--- src/design/tt_pkg.sv ---
// Shared widths, constants, codes and control structs of the tick timekeeper.
`timescale 1ns / 1ps

package tt_pkg;

	// Field widths.
	localparam int RATE_W   = 21;
	localparam int RELOAD_W = 16;
	localparam int CNT_W    = 32;
	localparam int NS_W     = 52;
	localparam int DIV_W    = 22;
	localparam int STEP_W   = 5;
	localparam int NSMUL_W  = 20;

	// Timer constants.
	localparam logic [DIV_W-1:0]    INPUT_CLOCK   = 22'd3579545;
	localparam logic [RATE_W-1:0]   RATE_MIN      = 21'd18;
	localparam logic [RATE_W-1:0]   RATE_MAX      = 21'd1193181;
	localparam logic [RATE_W-1:0]   RATE_RESET    = 21'd1000;
	localparam logic [RELOAD_W-1:0] RELOAD_SLOW   = 16'hFFFF;
	localparam logic [RELOAD_W-1:0] RELOAD_FAST   = 16'd1;
	localparam logic [31:0]         MS_STEP       = 32'hDBB3A062;
	localparam logic [NSMUL_W-1:0]  NS_PER_MS     = 20'd1000000;

	// Reciprocal of three: (x * RECIP3) >> 25 is floor(x / 3) for any x below 2^22.
	localparam logic [23:0]         RECIP3        = 24'hAAAAAB;

	// Number of quotient bits the divider produces, one per cycle.
	localparam logic [STEP_W-1:0]   DIV_STEPS     = 5'd22;

	// Divisor selection for the shared divider.
	typedef logic div_sel_t;
	localparam div_sel_t DSEL_CLK_RATE   = 1'b0;
	localparam div_sel_t DSEL_CLK_RELOAD = 1'b1;

	// Commands from the controller to the datapath.
	typedef struct packed {
		logic     cfg_load;
		logic     div_start;
		div_sel_t div_sel;
		logic     quo_load;
		logic     clamp_load;
		logic     reload_load;
		logic     step_load;
		logic     rate_load;
		logic     acc_en;
		logic     mul_en;
		logic     out_load;
	} tt_cmd_t;

	// Status from the datapath to the controller.
	typedef struct packed {
		logic rate_low;
		logic rate_high;
		logic div_done;
	} tt_stat_t;

endpackage

--- src/design/tick_timekeeper.sv ---
// Top level of the tick timekeeper: controller plus datapath.
// A tick transaction with the tick bit set runs through the accumulate, multiply and
// output states, waiting in output for a free result register; no new tick is taken
// until it ends. A rate write keeps the block busy deriving over two divisions (one when clamped).
// Reset (arst_n low) clears time and count and loads the rate 1000; the same
// derivation then runs, and no tick is accepted until it ends.
`timescale 1ns / 1ps

module tick_timekeeper (
	input  logic                          clk,
	input  logic                          arst_n,
	input  logic                          cfg_valid,
	output logic                          cfg_ready,
	input  logic [tt_pkg::RATE_W-1:0]     desired_rate_hz,
	input  logic                          tick_valid,
	output logic                          tick_ready,
	input  logic                          tick,
	output logic                          out_valid,
	input  logic                          out_ready,
	output logic [tt_pkg::NS_W-1:0]       elapsed_ns,
	output logic [tt_pkg::CNT_W-1:0]      elapsed_ms,
	output logic [tt_pkg::CNT_W-1:0]      tick_total,
	output logic [tt_pkg::RATE_W-1:0]     tick_rate_hz,
	output logic [tt_pkg::RELOAD_W-1:0]   reload_value
);

	tt_pkg::tt_cmd_t  cmd;
	tt_pkg::tt_stat_t stat;

	// Sequencing of derivation and tick transactions.
	tt_ctrl u_ctrl (
		.clk        (clk),
		.arst_n     (arst_n),
		.cfg_valid  (cfg_valid),
		.cfg_ready  (cfg_ready),
		.tick_valid (tick_valid),
		.tick_ready (tick_ready),
		.tick       (tick),
		.out_valid  (out_valid),
		.out_ready  (out_ready),
		.cmd        (cmd),
		.stat       (stat)
	);

	// Arithmetic and storage.
	tt_dp u_dp (
		.clk             (clk),
		.arst_n          (arst_n),
		.cmd             (cmd),
		.stat            (stat),
		.desired_rate_hz (desired_rate_hz),
		.elapsed_ns      (elapsed_ns),
		.elapsed_ms      (elapsed_ms),
		.tick_total      (tick_total),
		.tick_rate_hz    (tick_rate_hz),
		.reload_value    (reload_value)
	);

endmodule

--- src/design/tt_div.sv ---
// Restoring divider, one quotient bit per cycle, with round-half-up result.
`timescale 1ns / 1ps

module tt_div (
	input  logic                        clk,
	input  logic                        arst_n,
	input  logic                        start,
	input  logic [tt_pkg::DIV_W-1:0]    dividend,
	input  logic [tt_pkg::RATE_W-1:0]   divisor,
	output logic                        done,
	output logic [tt_pkg::DIV_W-1:0]    quotient
);

	logic [tt_pkg::STEP_W-1:0] cnt_q;
	logic                      done_q;
	logic [tt_pkg::DIV_W-1:0]  quo_q;
	logic [tt_pkg::RATE_W-1:0] rem_q;
	logic [tt_pkg::RATE_W-1:0] dsr_q;

	logic [tt_pkg::DIV_W-1:0]  trial;
	logic [tt_pkg::DIV_W-1:0]  diff;
	logic                      fits;
	logic [tt_pkg::RATE_W-1:0] rem_next;
	logic                      round_up;

	// One restoring step: shift in the next dividend bit and try to subtract.
	always_comb begin
		trial    = {rem_q, quo_q[tt_pkg::DIV_W-1]};
		fits     = trial >= {1'b0, dsr_q};
		diff     = trial - {1'b0, dsr_q};
		rem_next = fits ? diff[tt_pkg::RATE_W-1:0] : trial[tt_pkg::RATE_W-1:0];
	end

	// Round half up: add one when twice the remainder reaches the divisor.
	always_comb begin
		round_up = {rem_q, 1'b0} >= {1'b0, dsr_q};
		quotient = quo_q + {{(tt_pkg::DIV_W-1){1'b0}}, round_up};
	end

	assign done = done_q;

	// Step counter and completion pulse.
	always_ff @(posedge clk or negedge arst_n) begin
		if (!arst_n) begin
			cnt_q  <= '0;
			done_q <= 1'b0;
		end else begin
			done_q <= (cnt_q == tt_pkg::STEP_W'(1));
			if (start) begin
				cnt_q <= tt_pkg::DIV_STEPS;
			end else if (cnt_q != '0) begin
				cnt_q <= cnt_q - tt_pkg::STEP_W'(1);
			end
		end
	end

	// Quotient, remainder and divisor registers.
	always_ff @(posedge clk) begin
		if (start) begin
			quo_q <= dividend;
			rem_q <= '0;
			dsr_q <= divisor;
		end else if (cnt_q != '0) begin
			quo_q <= {quo_q[tt_pkg::DIV_W-2:0], fits};
			rem_q <= rem_next;
		end
	end

endmodule

--- src/design/tt_dp.sv ---
// Datapath: rate register, derived timer values, time accumulator and result register.
`timescale 1ns / 1ps

module tt_dp (
	input  logic                          clk,
	input  logic                          arst_n,
	input  tt_pkg::tt_cmd_t               cmd,
	output tt_pkg::tt_stat_t              stat,
	input  logic [tt_pkg::RATE_W-1:0]     desired_rate_hz,
	output logic [tt_pkg::NS_W-1:0]       elapsed_ns,
	output logic [tt_pkg::CNT_W-1:0]      elapsed_ms,
	output logic [tt_pkg::CNT_W-1:0]      tick_total,
	output logic [tt_pkg::RATE_W-1:0]     tick_rate_hz,
	output logic [tt_pkg::RELOAD_W-1:0]   reload_value
);

	// Configuration and derived values.
	logic [tt_pkg::RATE_W-1:0]   rate_q;
	logic [tt_pkg::RELOAD_W-1:0] reload_q;
	logic [tt_pkg::RATE_W-1:0]   rate_out_q;
	logic [15:0]                 step_whole_q;
	logic [31:0]                 step_frac_q;

	// Time state.
	logic [tt_pkg::CNT_W-1:0]    millis_whole_q;
	logic [31:0]                 millis_frac_q;
	logic [tt_pkg::CNT_W-1:0]    tick_cnt_q;

	// Conversion pipeline and result register.
	logic [tt_pkg::NS_W-1:0]     ms_ns_s1;
	logic [tt_pkg::NSMUL_W-1:0]  frac_ns_s1;
	logic [tt_pkg::NS_W-1:0]     timestamp_q;
	logic [tt_pkg::CNT_W-1:0]    elapsed_q;
	logic [tt_pkg::CNT_W-1:0]    tick_total_q;
	logic [tt_pkg::RATE_W-1:0]   tick_rate_q;
	logic [tt_pkg::RELOAD_W-1:0] reload_out_q;

	// Divider hookup.
	logic [tt_pkg::DIV_W-1:0]    div_dividend;
	logic [tt_pkg::RATE_W-1:0]   div_divisor;
	logic [tt_pkg::DIV_W-1:0]    div_quo;
	logic                        div_done;

	// Divide-by-three stage.
	logic [tt_pkg::DIV_W-1:0]    third_in_q;
	logic [45:0]                 third_prod;
	logic [tt_pkg::RATE_W-1:0]   third;

	logic [tt_pkg::RELOAD_W-1:0] reload_div;
	logic [tt_pkg::RELOAD_W-1:0] reload_clamp;
	logic [47:0]                 step_prod;
	logic [32:0]                 frac_sum;
	logic [tt_pkg::NS_W-1:0]     ms_prod;
	logic [tt_pkg::NS_W-1:0]     frac_prod;

	tt_div u_div (
		.clk      (clk),
		.arst_n   (arst_n),
		.start    (cmd.div_start),
		.dividend (div_dividend),
		.divisor  (div_divisor),
		.done     (div_done),
		.quotient (div_quo)
	);

	// Divider operands: the input clock over the rate or over the reload.
	always_comb begin
		div_dividend = tt_pkg::INPUT_CLOCK;
		unique case (cmd.div_sel)
			tt_pkg::DSEL_CLK_RATE: begin
				div_divisor = rate_q;
			end
			tt_pkg::DSEL_CLK_RELOAD: begin
				div_divisor = {{(tt_pkg::RATE_W-tt_pkg::RELOAD_W){1'b0}}, reload_q};
			end
		endcase
	end

	// Status for the controller.
	always_comb begin
		stat.rate_low  = rate_q <= tt_pkg::RATE_MIN;
		stat.rate_high = rate_q >= tt_pkg::RATE_MAX;
		stat.div_done  = div_done;
	end

	// Round-half-up divide by three of the registered quotient: floor((q + 1) / 3).
	always_comb begin
		third_prod = {24'd0, third_in_q} * {22'd0, tt_pkg::RECIP3};
		third      = third_prod[45:25];
	end

	// Reload candidates: the rounded quotient (zero forced to one) or a clamp value.
	always_comb begin
		reload_div   = (third[tt_pkg::RELOAD_W-1:0] == '0) ? tt_pkg::RELOAD_FAST
			: third[tt_pkg::RELOAD_W-1:0];
		reload_clamp = stat.rate_low ? tt_pkg::RELOAD_SLOW : tt_pkg::RELOAD_FAST;
	end

	// Tick length in 16.32 milliseconds, the 32.32 accumulator sum and the ns products.
	always_comb begin
		step_prod = {32'd0, reload_q} * {16'd0, tt_pkg::MS_STEP};
		frac_sum  = {1'b0, millis_frac_q} + {1'b0, step_frac_q};
		ms_prod   = {20'd0, millis_whole_q} * {32'd0, tt_pkg::NS_PER_MS};
		frac_prod = {20'd0, millis_frac_q} * {32'd0, tt_pkg::NS_PER_MS};
	end

	// Requested rate; reset to the default rate so the first derivation uses it.
	always_ff @(posedge clk or negedge arst_n) begin
		if (!arst_n) begin
			rate_q <= tt_pkg::RATE_RESET;
		end else if (cmd.cfg_load) begin
			rate_q <= desired_rate_hz;
		end
	end

	// Derived reload, frequency and step.
	always_ff @(posedge clk) begin
		if (cmd.quo_load) begin
			third_in_q <= div_quo + tt_pkg::DIV_W'(1);
		end
		if (cmd.clamp_load) begin
			reload_q <= reload_clamp;
		end else if (cmd.reload_load) begin
			reload_q <= reload_div;
		end
		if (cmd.rate_load) begin
			rate_out_q <= third;
		end
		if (cmd.step_load) begin
			step_whole_q <= {10'd0, step_prod[47:42]};
			step_frac_q  <= step_prod[41:10];
		end
	end

	// Millisecond accumulator with carry and tick count.
	always_ff @(posedge clk or negedge arst_n) begin
		if (!arst_n) begin
			millis_whole_q <= '0;
			millis_frac_q  <= '0;
			tick_cnt_q     <= '0;
		end else if (cmd.acc_en) begin
			millis_frac_q  <= frac_sum[31:0];
			millis_whole_q <= millis_whole_q + {16'd0, step_whole_q}
				+ {31'd0, frac_sum[32]};
			tick_cnt_q     <= tick_cnt_q + 32'd1;
		end
	end

	// Nanosecond products, then the result register.
	always_ff @(posedge clk) begin
		if (cmd.mul_en) begin
			ms_ns_s1   <= ms_prod;
			frac_ns_s1 <= frac_prod[51:32];
		end
		if (cmd.out_load) begin
			timestamp_q  <= ms_ns_s1 + {32'd0, frac_ns_s1};
			elapsed_q    <= millis_whole_q;
			tick_total_q <= tick_cnt_q;
			tick_rate_q  <= rate_out_q;
			reload_out_q <= reload_q;
		end
	end

	assign elapsed_ns   = timestamp_q;
	assign elapsed_ms   = elapsed_q;
	assign tick_total   = tick_total_q;
	assign tick_rate_hz = tick_rate_q;
	assign reload_value = reload_out_q;

endmodule

--- src/design/tt_ctrl.sv ---
// Controller: sequences rate derivation, tick accumulation and result hand-off.
`timescale 1ns / 1ps

module tt_ctrl (
	input  logic              clk,
	input  logic              arst_n,
	input  logic              cfg_valid,
	output logic              cfg_ready,
	input  logic              tick_valid,
	output logic              tick_ready,
	input  logic              tick,
	output logic              out_valid,
	input  logic              out_ready,
	output tt_pkg::tt_cmd_t   cmd,
	input  tt_pkg::tt_stat_t  stat
);

	localparam logic [3:0] ST_IDLE       = 4'd0;
	localparam logic [3:0] ST_CLAMP      = 4'd1;
	localparam logic [3:0] ST_DIV_RATE   = 4'd2;
	localparam logic [3:0] ST_RELOAD     = 4'd3;
	localparam logic [3:0] ST_START_FREQ = 4'd4;
	localparam logic [3:0] ST_DIV_FREQ   = 4'd5;
	localparam logic [3:0] ST_FREQ       = 4'd6;
	localparam logic [3:0] ST_ACC        = 4'd7;
	localparam logic [3:0] ST_MUL        = 4'd8;
	localparam logic [3:0] ST_OUT        = 4'd9;

	logic [3:0] state_q;
	logic [3:0] state_d;
	logic       out_valid_q;
	logic       out_free;

	// A configuration write wins over a tick transaction in the idle state.
	assign cfg_ready  = state_q == ST_IDLE;
	assign tick_ready = (state_q == ST_IDLE) && !cfg_valid;
	assign out_valid  = out_valid_q;
	assign out_free   = !out_valid_q || out_ready;

	// Next state and datapath commands.
	always_comb begin
		cmd         = '0;
		cmd.div_sel = tt_pkg::DSEL_CLK_RATE;
		state_d     = state_q;
		unique case (state_q)
			ST_IDLE: begin
				if (cfg_valid) begin
					cmd.cfg_load = 1'b1;
					state_d      = ST_CLAMP;
				end else if (tick_valid && tick) begin
					state_d = ST_ACC;
				end
			end
			ST_CLAMP: begin
				if (stat.rate_low || stat.rate_high) begin
					cmd.clamp_load = 1'b1;
					state_d        = ST_START_FREQ;
				end else begin
					cmd.div_start = 1'b1;
					cmd.div_sel   = tt_pkg::DSEL_CLK_RATE;
					state_d       = ST_DIV_RATE;
				end
			end
			ST_DIV_RATE: begin
				if (stat.div_done) begin
					cmd.quo_load = 1'b1;
					state_d      = ST_RELOAD;
				end
			end
			ST_RELOAD: begin
				cmd.reload_load = 1'b1;
				state_d         = ST_START_FREQ;
			end
			ST_START_FREQ: begin
				cmd.step_load = 1'b1;
				cmd.div_start = 1'b1;
				cmd.div_sel   = tt_pkg::DSEL_CLK_RELOAD;
				state_d       = ST_DIV_FREQ;
			end
			ST_DIV_FREQ: begin
				if (stat.div_done) begin
					cmd.quo_load = 1'b1;
					state_d      = ST_FREQ;
				end
			end
			ST_FREQ: begin
				cmd.rate_load = 1'b1;
				state_d       = ST_IDLE;
			end
			ST_ACC: begin
				cmd.acc_en = 1'b1;
				state_d    = ST_MUL;
			end
			ST_MUL: begin
				cmd.mul_en = 1'b1;
				state_d    = ST_OUT;
			end
			ST_OUT: begin
				if (out_free) begin
					cmd.out_load = 1'b1;
					state_d      = ST_IDLE;
				end
			end
			default: begin
				state_d = ST_IDLE;
			end
		endcase
	end

	// State register; reset starts a derivation from the default rate.
	always_ff @(posedge clk or negedge arst_n) begin
		if (!arst_n) begin
			state_q <= ST_CLAMP;
		end else begin
			state_q <= state_d;
		end
	end

	// Result valid flag.
	always_ff @(posedge clk or negedge arst_n) begin
		if (!arst_n) begin
			out_valid_q <= 1'b0;
		end else if (cmd.out_load) begin
			out_valid_q <= 1'b1;
		end else if (out_ready) begin
			out_valid_q <= 1'b0;
		end
	end

endmodule

--- config.mk ---
export PLATFORM = sky130hd
export DESIGN_NAME = tick_timekeeper
export DESIGN_NICKNAME = d
export VERILOG_FILES = /design/src/design/tt_pkg.sv /design/src/design/tick_timekeeper.sv /design/src/design/tt_div.sv /design/src/design/tt_dp.sv /design/src/design/tt_ctrl.sv
export SDC_FILE = /design/constraint.sdc
export NUM_CORES = 2
export LEC_CHECK = 0
export ABC_CLOCK_PERIOD_IN_PS = 11650
export BUFFER_PORTS_ARGS = -buffer_cell sky130_fd_sc_hd__buf_2
export CAP_MARGIN = 20
export CORE_MARGIN = 1.5
export CORE_UTILIZATION = 58
export CTS_CLUSTER_DIAMETER = 40
export DETAILED_ROUTE_END_ITERATION = 7
export GPL_TIMING_DRIVEN = 0
export PLACE_DENSITY = 0.75
export SLEW_MARGIN = 20
export SYNTH_ARGS = -nofsm -noshare
export SYNTH_HDL_FRONTEND = slang
export SYNTH_SLANG_ARGS = --single-unit
--- constraint.sdc ---
create_clock -name clk -period 11.65 [get_ports clk]
set_input_delay 2.33 -clock clk [delete_from_list [all_inputs] [get_ports clk]]
set_output_delay 2.33 -clock clk [all_outputs]
set_load 0.02 [all_outputs]
==> flow_metrics.tcl <==
set metrics [dict create \
    maxClockFrequency_mhz 122 \
    slowest_stage_cell_on_the_critical_path "sky130_fd_sc_hd__fa_1" \
    ant_nets 0 \
    timing.critical_path.to_type "flop" \
    reg2reg_setup_slack_ns 3.43 \
    warning_count_from_the_yosys_run 0 \
    hpwl_um 83500 \
    synth_enable_flop_cells 337 \
    cts_buffer_depth 3 \
    postLayoutCoreUtil 0.652 \
    layout_setup_ws_ns 3.43 \
    die_area_sq_um 86700 \
    first_iter_violations 1651 \
    worstPathMaxFanout 5 \
    dominant_cell_type_by_area_after_synthesis "sky130_fd_sc_hd__fa_1" \
    detailroute.via_count 32600 \
    grtUsageTotal 0.251 \
    floorplan.die.height_um 294 \
    clkPwrFrac 0.562 \
    synth_sequential_area_ratio 0.288 \
    asyncSetResetFlopFracSynth 0.252 \
    grt_pass1_wl_um 172000 \
    setup_violation_total_in_the_final_timing_report 0 \
    n_antenna_cell 0 \
    power.share.sequential 0.434 \
    grt_antenna_before_repair 2 \
    die_w_um 294 \
    run_status "finished, final reports clean" \
    p_int_w 0.00345 \
    synth.net_count 5846 \
    number_of_buffers_inserted_for_hold_repair_after_clock_tree_synthesis 0 \
    critical_path_buf_inv_count 4 \
    clock_latency_on_the_worst_skew_pair_ns 0.64 \
    critical_path.startpoint_type "flop" \
    final.min_clock_period_ns 8.22 \
    tritoncts_num_sinks 508 \
    initial_core_util 0.587 \
    power_frac_comb 0.003 \
    synth.ff_latch_count 508 \
    clockRootBuffer "sky130_fd_sc_hd__clkbuf_16" \
    route.final.wire_length_um 105000 \
    overflow 0 \
    worst_slew_pin_slew_ns 1.09 \
    worst-endpoint-required_ns 12.10 \
    postSynth.topFlopCell "sky130_fd_sc_hd__edfxtp_1" \
    drtPass1Iterations 5 \
    top_cells_by_area_in_the_synthesized_netlist "sky130_fd_sc_hd__fa_1 23%, sky130_fd_sc_hd__edfxtp_1 21%, sky130_fd_sc_hd__ha_1 19%, sky130_fd_sc_hd__inv_1 6.7%, sky130_fd_sc_hd__dfrtp_1 6.1%" \
    wl_per_cell_um 17.6 \
    fin_worst_skew_ns 0.0331 \
    grt_start_max_net_pins 73 \
    post_cts_buffers 0 \
    viasPerCell 5.45 \
    power.density_cell_area_nw_per_um2 80.3 \
    synth_top_cell_area_share 0.231 \
    core_sq_um 83800 \
    port-buffer-count 182 \
    yosysMostFrequentCell "sky130_fd_sc_hd__inv_1" \
    syn_inst 4502 \
    worst_ir_drop_vdd_v 0.000104 \
    leakagePower_nw 28.4 \
    crit_arrival_ns 8.67 \
    number_of_global_route_vias_before_repair 33200 \
    switching_portion_of_total_power 0.213 \
    post-route-period-util 0.706 \
    clk_transition_reported_paths_ns 0.05 \
    worst_path_largest_cell_delay_ns 0.67 \
    timing.max_slew.rel_slack 0.273 \
    crit_type "reg -> reg" \
    hold_class "reg -> reg" \
    mappedNetlistArea_sq_um 49200 \
    finalHoldViolations 0 \
    final_tns_setup_ns 0 \
    synth.lib_cells_used.distinct 83 \
    syn_avg_cell_area_sq_um 10.9 \
    drc 0 \
    fin_area_sq_um 54600 \
    layout.nets 6128 \
    placedInstanceArea_sq_um 51900 \
    preCtsSetupSlack_ns 3.45 \
    timing.max_cap.violations 0 \
    path_cells "ha_1, fa_1, inv_1, fa_1, inv_1, fa_1, inv_1, fa_1, fa_1, inv_1, fa_1, ha_1, nand4_1, nor4_1, nand4_1, a211oi_1, nor2_1, xnor2_1, or4_1, nor4_1, nand4_1, o41ai_2" \
    ioPinCount 183 \
    slew_violations 0 \
    grt_setup_unrepaired "false" \
    cts_inserted_buffers 78 \
    post_synth_most_frequent_cells "877 x sky130_fd_sc_hd__inv_1, 749 x sky130_fd_sc_hd__ha_1, 568 x sky130_fd_sc_hd__fa_1" \
    clock_tree_from_tritoncts "yes" \
    area_delta_synth_final_pct 11.0 \
    num_rows 106 \
    cts_repair_resize_count 0 \
    final_layout_size_suffix_gt1_frac 0.0870 \
    crit_family "adder cells" \
    power_switching_w 0.000936 \
    gp_congestion 0.936 \
    cts_htree_levels 3 \
    critPathMostFrequentCell "sky130_fd_sc_hd__fa_1" \
]
## registers in the layout (all words and copies together) (netlist names), 4 cells and up
signal and flops:
u_ctrl.state_q 4, u_dp.elapsed_ms 32, u_dp.elapsed_ns 52, u_dp.frac_ns_s1 20
u_dp.millis_frac_q 32, u_dp.millis_whole_q 32, u_dp.ms_ns_s1 46, u_dp.rate_out_q 21
u_dp.rate_q 21, u_dp.reload_q 16, u_dp.reload_value 16, u_dp.step_frac_q 32
u_dp.step_whole_q 6, u_dp.third_in_q 22, u_dp.tick_cnt_q 32, u_dp.tick_rate_hz 21
u_dp.tick_total 32, u_dp.u_div.cnt_q 5, u_dp.u_div.dsr_q 21, u_dp.u_div.quo_q 22
u_dp.u_div.rem_q 21
## logic make-up (layout without fill, tap and decap cells)
logic type,Yosys count,after routing,share of synthesized area
flip-flops,508,508,0.288
AND/OR/NAND/NOR,801,801,0.0778
adder cells (fa/ha/maj),1317,1317,0.421
XOR/XNOR,282,282,0.0502
buffers and inverters,937,1284,0.0716
multiplexers,42,42,0.00948
AO/OA/AOI/OAI,615,615,0.0815
## layer usage
metal	share of wire	vias to the layer above	wire, um	GRT usage
li1	-	15700	-	-
met1	0.44	15900	45800	0.335
met2	0.48	815	50200	0.419
met3	0.055	181	5790	0.0416
met4	0.031	0	3210	0.0811
met5	0	-	0	0
## per-stage QoR
step	hold WS [ns]	cells	total power (W)
CTS	0.394	5983	0.00444
floorplan	0.400	4502	0.00194
global placement	0.401	5818	0.00196
global route	0.405	5983	0.00452
detailed placement	0.405	5838	0.00196
finish	0.401	5983	0.00439
## path summary, 6_finish.rpt
| check | startpoint | endpoint | cells past startpoint |
|---|---|---|---|
| setup / recovery | u_dp.third_in_q[9] | u_dp.reload_q[0] | 22 |
| hold / removal | u_dp.rate_out_q[18] | u_dp.tick_rate_hz[18] | 0 |
| setup reg to reg | u_dp.third_in_q[9] | u_dp.reload_q[0] | 22 |
| hold reg to reg | u_dp.rate_out_q[18] | u_dp.tick_rate_hz[18] | 0 |
| max in group asynchronous | arst_n | u_dp.tick_cnt_q[21] | 2 |
| min in group asynchronous | arst_n | u_dp.millis_whole_q[10] | 1 |
## power by group through the flow
stage	Sequential [W]	Clock [W]	Combinational, W
detailed placement	0.00194	0	0.0000159
floorplan	0.00194	0	0.000000232
CTS	0.00191	0.00252	0.0000160
finish	0.00191	0.00247	0.0000153
global placement	0.00194	0	0.0000142
global route	0.00190	0.00260	0.0000179
## area by class of cell
| cell class | instances | area (sq um) |
|---|---|---|
| multi-input combinational | 3057 | 31500 |
| fill | 6549 | 29200 |
| sequential | 508 | 14200 |
| inverter | 878 | 3300 |
| clock buffer | 91 | 2080 |
| tap | 1134 | 1420 |
| timing repair buffer | 202 | 1160 |
| clock inverter | 54 | 713 |
| buffer | 59 | 235 |
## cells in the final DEF (no fill, tap or decap), drive strengths merged, types with 11 or more instances in the layout
master,count
nor2,172
and3,36
nand4,41
o21a,29
a21oi,169
inv,897
edfxtp,337
fa,568
nor2b,29
buf,207
nor4,12
nand3,100
and4,16
dfxtp,43
o21ai,137
or3,11
nand2b,20
mux2,37
ha,749
clkbuf,145
a21o,88
nand2,254
nor3,57
o21bai,14
a31oi,21
dfrtp,121
xor2,87
a211oi,24
o211ai,26
and2,21
or2,11
xnor2,195
clkinv,23
Note: power is estimated with default switching activity, not from simulation.
